<file path="src/design/positional_stereo_gain_mixer_defines.svh">
// Assertion helpers included by the top-level mixer.
`ifndef POSITIONAL_STEREO_GAIN_MIXER_DEFINES_SVH
`define POSITIONAL_STEREO_GAIN_MIXER_DEFINES_SVH

// Same-cycle implication, sampled on clk, off during rst.
`define PSGM_ASSERT_NOW(label, ante, cons, msg) \
  label: assert property (@(posedge clk) disable iff (rst) (ante) |-> (cons)) \
    else $error(msg);

// Next-cycle implication, sampled on clk, off during rst.
`define PSGM_ASSERT_NEXT(label, ante, cons, msg) \
  label: assert property (@(posedge clk) disable iff (rst) (ante) |=> (cons)) \
    else $error(msg);

`endif

</file>
<file path="src/design/psgm_pkg.sv">
`default_nettype none
package psgm_pkg;

  localparam int ROUNDS = 17;
  localparam logic [4:0] ROUND_LAST = 5'(ROUNDS - 1);
  localparam logic [4:0] SQUARE_LAST = 5'd3;
  localparam logic [31:0] CORDIC_K_Q30 = 32'd652032874;
  localparam int R2_W = 64;
  localparam logic [R2_W-1:0] NEAR_LIMIT = 64'd1310720;
  localparam int NUM_W = 39;
  localparam int DIV_CNT_W = 6;
  localparam logic [DIV_CNT_W-1:0] DIV_LAST = DIV_CNT_W'(NUM_W - 1);
  localparam logic [15:0] UNITY_GAIN = 16'd32768;
  localparam logic [15:0] FACING_RESET = 16'd16384;
  localparam logic [15:0] VOLUME_RESET = 16'd32768;

  localparam int CFG_IDX_W = 3;
  localparam logic [CFG_IDX_W-1:0] REG_SOURCE_X = 3'd0;
  localparam logic [CFG_IDX_W-1:0] REG_SOURCE_Y = 3'd1;
  localparam logic [CFG_IDX_W-1:0] REG_SOURCE_Z = 3'd2;
  localparam logic [CFG_IDX_W-1:0] REG_LISTENER_X = 3'd3;
  localparam logic [CFG_IDX_W-1:0] REG_LISTENER_Y = 3'd4;
  localparam logic [CFG_IDX_W-1:0] REG_LISTENER_Z = 3'd5;
  localparam logic [CFG_IDX_W-1:0] REG_FACING = 3'd6;
  localparam logic [CFG_IDX_W-1:0] REG_VOLUME = 3'd7;

  typedef struct packed {
    logic signed [15:0] sample;
    logic signed [15:0] mix_left_in;
    logic signed [15:0] mix_right_in;
  } in_beat_t;

  typedef struct packed {
    logic signed [15:0] mix_left_out;
    logic signed [15:0] mix_right_out;
  } out_beat_t;

  typedef struct packed {
    logic        ready;
    logic [15:0] left;
    logic [15:0] right;
  } gains_t;

  // arctan(2^-i) in units of 2^-32 turn
  function automatic logic [31:0] atan_angle(input logic [4:0] i);
    logic [31:0] a;
    case (i)
      5'd0: a = 32'd536870912;
      5'd1: a = 32'd316933406;
      5'd2: a = 32'd167458907;
      5'd3: a = 32'd85004756;
      5'd4: a = 32'd42667331;
      5'd5: a = 32'd21354465;
      5'd6: a = 32'd10679838;
      5'd7: a = 32'd5340245;
      5'd8: a = 32'd2670163;
      5'd9: a = 32'd1335087;
      5'd10: a = 32'd667544;
      5'd11: a = 32'd333772;
      5'd12: a = 32'd166886;
      5'd13: a = 32'd83443;
      5'd14: a = 32'd41722;
      5'd15: a = 32'd20861;
      5'd16: a = 32'd10430;
      default: a = 32'd0;
    endcase
    return a;
  endfunction

endpackage
`default_nettype wire

</file>
<file path="src/design/psgm_mix_pipe.sv">
`default_nettype none
module psgm_mix_pipe
  import psgm_pkg::*;
(
  input  wire logic     clk,
  input  wire logic     rst,
  input  wire logic     take,
  input  wire in_beat_t in_data,
  output logic          ready,
  input  wire gains_t   gains,
  output logic          out_valid,
  input  wire logic     out_stall,
  output out_beat_t     out_data
);

  logic v1, v2, v3;
  logic rdy1, rdy2, rdy3;
  in_beat_t d1;
  logic signed [32:0] pl2, pr2;
  logic signed [15:0] ml2, mr2;

  assign rdy3 = !v3 || !out_stall;
  assign rdy2 = !v2 || rdy3;
  assign rdy1 = !v1 || rdy2;
  assign ready = rdy1;
  assign out_valid = v3;

  always_ff @(posedge clk) begin
    if (rst) begin
      v1 <= 1'b0;
      v2 <= 1'b0;
      v3 <= 1'b0;
    end else begin
      if (rdy1) v1 <= take;
      if (rdy2) v2 <= v1;
      if (rdy3) v3 <= v2;
    end
  end

  always_ff @(posedge clk) begin
    if (rdy1) begin
      d1 <= in_data;
    end
    if (rdy2) begin
      pl2 <= d1.sample * $signed({1'b0, gains.left});
      pr2 <= d1.sample * $signed({1'b0, gains.right});
      ml2 <= d1.mix_left_in;
      mr2 <= d1.mix_right_in;
    end
    // floor shift by 16, sum wraps to 16 bits
    if (rdy3) begin
      out_data.mix_left_out  <= ml2 + pl2[31:16];
      out_data.mix_right_out <= mr2 + pr2[31:16];
    end
  end

endmodule
`default_nettype wire

</file>
<file path="config.mk">
export PLATFORM = sky130hd
export DESIGN_NAME = psgm_mix_pipe
export DESIGN_NICKNAME = d
export VERILOG_FILES = /design/src/design/positional_stereo_gain_mixer_defines.svh /design/src/design/psgm_pkg.sv /design/src/design/psgm_mix_pipe.sv
export SDC_FILE = /design/constraint.sdc
export NUM_CORES = 1
export LEC_CHECK = 0
export ABC_AREA = 1
export ABC_CLOCK_PERIOD_IN_PS = 5800
export BUFFER_PORTS_ARGS = -buffer_cell sky130_fd_sc_hd__buf_2
export CORE_MARGIN = 10
export CORE_UTILIZATION = 55
export CTS_BUF_LIST = sky130_fd_sc_hd__clkbuf_4 sky130_fd_sc_hd__clkbuf_8
export CTS_CLUSTER_DIAMETER = 30
export CTS_CLUSTER_SIZE = 10
export DETAILED_ROUTE_END_ITERATION = 10
export PLACE_DENSITY = 0.84
export SLEW_MARGIN = 5
export SYNTH_ARGS = -nofsm -noshare
export SYNTH_HDL_FRONTEND = slang
export SYNTH_SLANG_ARGS = --single-unit
</file>
<file path="constraint.sdc">
create_clock -name clk -period 5.8 [get_ports clk]
set_input_delay 0.87 -clock clk [delete_from_list [all_inputs] [get_ports clk]]
set_output_delay 0.87 -clock clk [all_outputs]
set_load 0.02 [all_outputs]
</file>
==> flow_metrics.tcl <==
set metrics [dict create \
    r2r_cells 22 \
    routed_wl_um 58500 \
    setup_viol 0 \
    grt_usage 0.230 \
    synth_top_family_by_area "adder cells" \
    grt_pass1_wl_um 98200 \
    syn_area_um2 24100 \
    ant_nets 0 \
    synth_compound_area_frac 0.0415 \
    worst_pin_slew_ns 0.766 \
    rsz0062_at_grt "yes" \
    overflow 0 \
    routed.top_layer "met5" \
    die_h_um 229 \
    start_kind "flop" \
    yosysTopAreaCellShare 0.322 \
    wl_met2_um 30600 \
    syn_to_final_growth_pct 11.6 \
    max-clock-path-buffers 2 \
    clk_latency_ns 0.54 \
    port_buffers 117 \
    maxSlewViolCount 0 \
    path_clk_slew_ns 0.12 \
    die_w_um 229 \
    synth_edf_count 144 \
    yosys_warnings 0 \
    reg2reg_to "pr2[20]" \
    grt_pass1_vias 20800 \
    synth_simple_gate_area_frac 0.168 \
    avgSynthCellArea_um2 8.27 \
    viasPerCell 5.19 \
    layout_min_cycle_time_ns 5.61 \
    htree_levels 4 \
    r2r_start "d1[36]" \
    synth-xor-area-share 0.0145 \
    crit_type "reg2reg" \
    vias 19200 \
    cp-end-kind "flop" \
    hold_viol_final 0 \
    grt_antenna_before_repair 2 \
    cts_tree "yes" \
    layout.nets 3834 \
    synth_nets 3646 \
    synth_largest_area_cell "fa_1" \
    r2r_slack_ns 0.19 \
    relSlewSlack 0.490 \
    wl_met3_um 4230 \
    yosysSeqAreaShare 0.182 \
    drt_pre_antenna_iters 5 \
    grt_max_degree 50 \
    min_path_type "reg2reg" \
    drc 0 \
    synth_flop_cell "edfxtp_1" \
    fin_crit_sh 0.967 \
    dp_slack_ns -0.291 \
    hold_path_depth 0 \
    yosys.area_share.adder 0.456 \
    dp_hpwl_um 48600 \
    numCtsBuffers 17 \
    place_congestion 0.963 \
    timing.fmax_mhz 178 \
    ioPinCount 119 \
    min_to "mr2[6]" \
    core_area_um2 43200 \
    wl_per_cell_um 15.8 \
    die_area_um2 52600 \
    clock-sinks 147 \
    met1_length_um 21600 \
    worstHoldStart "d1[6]" \
    first_iter_violations 1289 \
    initial_utilization 0.558 \
    synthMuxAreaShare 0 \
    synth-async-reset-ratio 0 \
    synth.distinct_cells 39 \
    cp.arrival_ns 5.92 \
    cts-root-buf "clkbuf_8" \
    synth_area_leaders "fa_1 (32%), edfxtp_1 (18%), ha_1 (13%)" \
    ys_ff_latch 147 \
    status "finished clean" \
    drv_cap 0 \
    cp_max_fo 32 \
    finClkSkew_ns 0.0438 \
    crit_required_ns 6.12 \
    drive_above_1_share 0.110 \
    setup_ws_ns 0.193 \
    num_rows 76 \
    syn-instance-count 2915 \
]
[layout by cell type (no fill, tap or decap), types with 10 or more instances in the layout]
cell / count
or2_2: 13
inv_1: 783
xor2_1: 24
o21ai_0: 44
edfxtp_1: 144
nor3_1: 17
nor2_1: 122
a21oi_1: 87
buf_12: 18
xnor2_1: 16
buf_4: 130
buf_2: 116
clkbuf_8: 17
nand4_1: 10
nand2_1: 762
fa_1: 388
ha_1: 256
nand3_1: 71
[through the flow]
step                hold WS, ns  utilization  area, um^2  std cells  TNS [ns]
global placement          0.401        0.610       26300       3663     -4.54
detailed placement        0.405        0.610       26300       3663     -6.13
CTS                       0.426        0.619       26700       3695         0
global route              0.433        0.623       26900       3702   -0.0895
floorplan                 0.400            -       24100       2915         0
finish                    0.427        0.623       26900       3702         0
[state kept, by name, summed over array words and instances (netlist names)]
register	count
out_valid	1
pr2	16
d1	48
v1	1
mr2	16
pl2	16
v2	1
ml2	16
out_data	32
[synth_stat cells (4+ instances only)]
library cell  count
o21a_1            4
nor3_1           19
nor4_1            4
o21ai_0          50
fa_1            388
o21bai_1          8
a21o_1            8
o21ai_2           5
buf_1             4
xnor2_1          16
edfxtp_1        144
nand2_1         764
clkbuf_1         92
nand3b_1          4
ha_1            258
or2_2            13
nor2_1          126
nand3_1          71
a21oi_1          94
nand4_1          10
xor2_1           24
inv_1           784
[worst max-delay path: stages, from the launching register on]
cell and delay (ns):
edfxtp_1 0.43, buf_12 0.20, nand2_1 0.09, inv_1 0.06, fa_1 0.53, inv_1 0.05, fa_1 0.47, inv_1 0.05
fa_1 0.48, fa_1 0.53, fa_1 0.51, inv_1 0.05, fa_1 0.49, inv_1 0.04, ha_1 0.28, buf_4 0.13
nand2_1 0.11, nor2_1 0.16, inv_1 0.10, nor2_1 0.14, nand4_1 0.10, nand3_1 0.12, xor2_1 0.25
[repair_timing]
item / in CTS / in global routing
buffers inserted: 0 / 5
hold buffers: 0 / 0
gates resized for setup: 0 / 24
endpoints found under the setup margin: 0 / 23
[metal layers]
layer  vias up  track usage
li1       9009            -
met2       707        0.426
met4         2       0.0881
met1      9340        0.260
met5         -            0
met3       162       0.0365
[cell families (layout without fill, tap and decap cells)]
| group | count (synthesis) | after routing |
|---|---|---|
| DFF | 147 | 147 |
| adders and majority gates | 646 | 646 |
| and+or+nand+nor | 1020 | 1020 |
| AOI/OAI and AO/OA | 180 | 180 |
| other | 0 | 1 |
| xor gates and xnor gates | 40 | 40 |
| buffers and inverters | 882 | 1083 |
[layout make-up]
| type | instances | area (um^2) |
|---|---|---|
| Timing Repair Buffer | 266 | 1950 |
| Antenna cell | 1 | 2.50 |
| Clock inverter | 15 | 168 |
| Multi-Input combinational cell | 1886 | 16500 |
| Inverter | 785 | 2950 |
| Sequential cell | 147 | 4380 |
| Tap cell | 585 | 732 |
| Clock buffer | 17 | 234 |
| Fill cell | 3523 | 16300 |
[worst max path at each step]
stage                     startpoint      end  slack, ns
after floorplan            gains[14]  pr2[29]      0.009
after global placement      gains[9]  pr2[29]      -0.22
after detailed placement   gains[28]  pl2[31]      -0.29
after CTS                     d1[36]  pl2[31]       0.14
after global routing          d1[36]  pr2[20]      -0.02
final                         d1[36]  pr2[20]       0.19
Power is left out: the tool's default activity adds up to more than one toggle a clock period on the data nets, which glitch-free logic cannot reach.
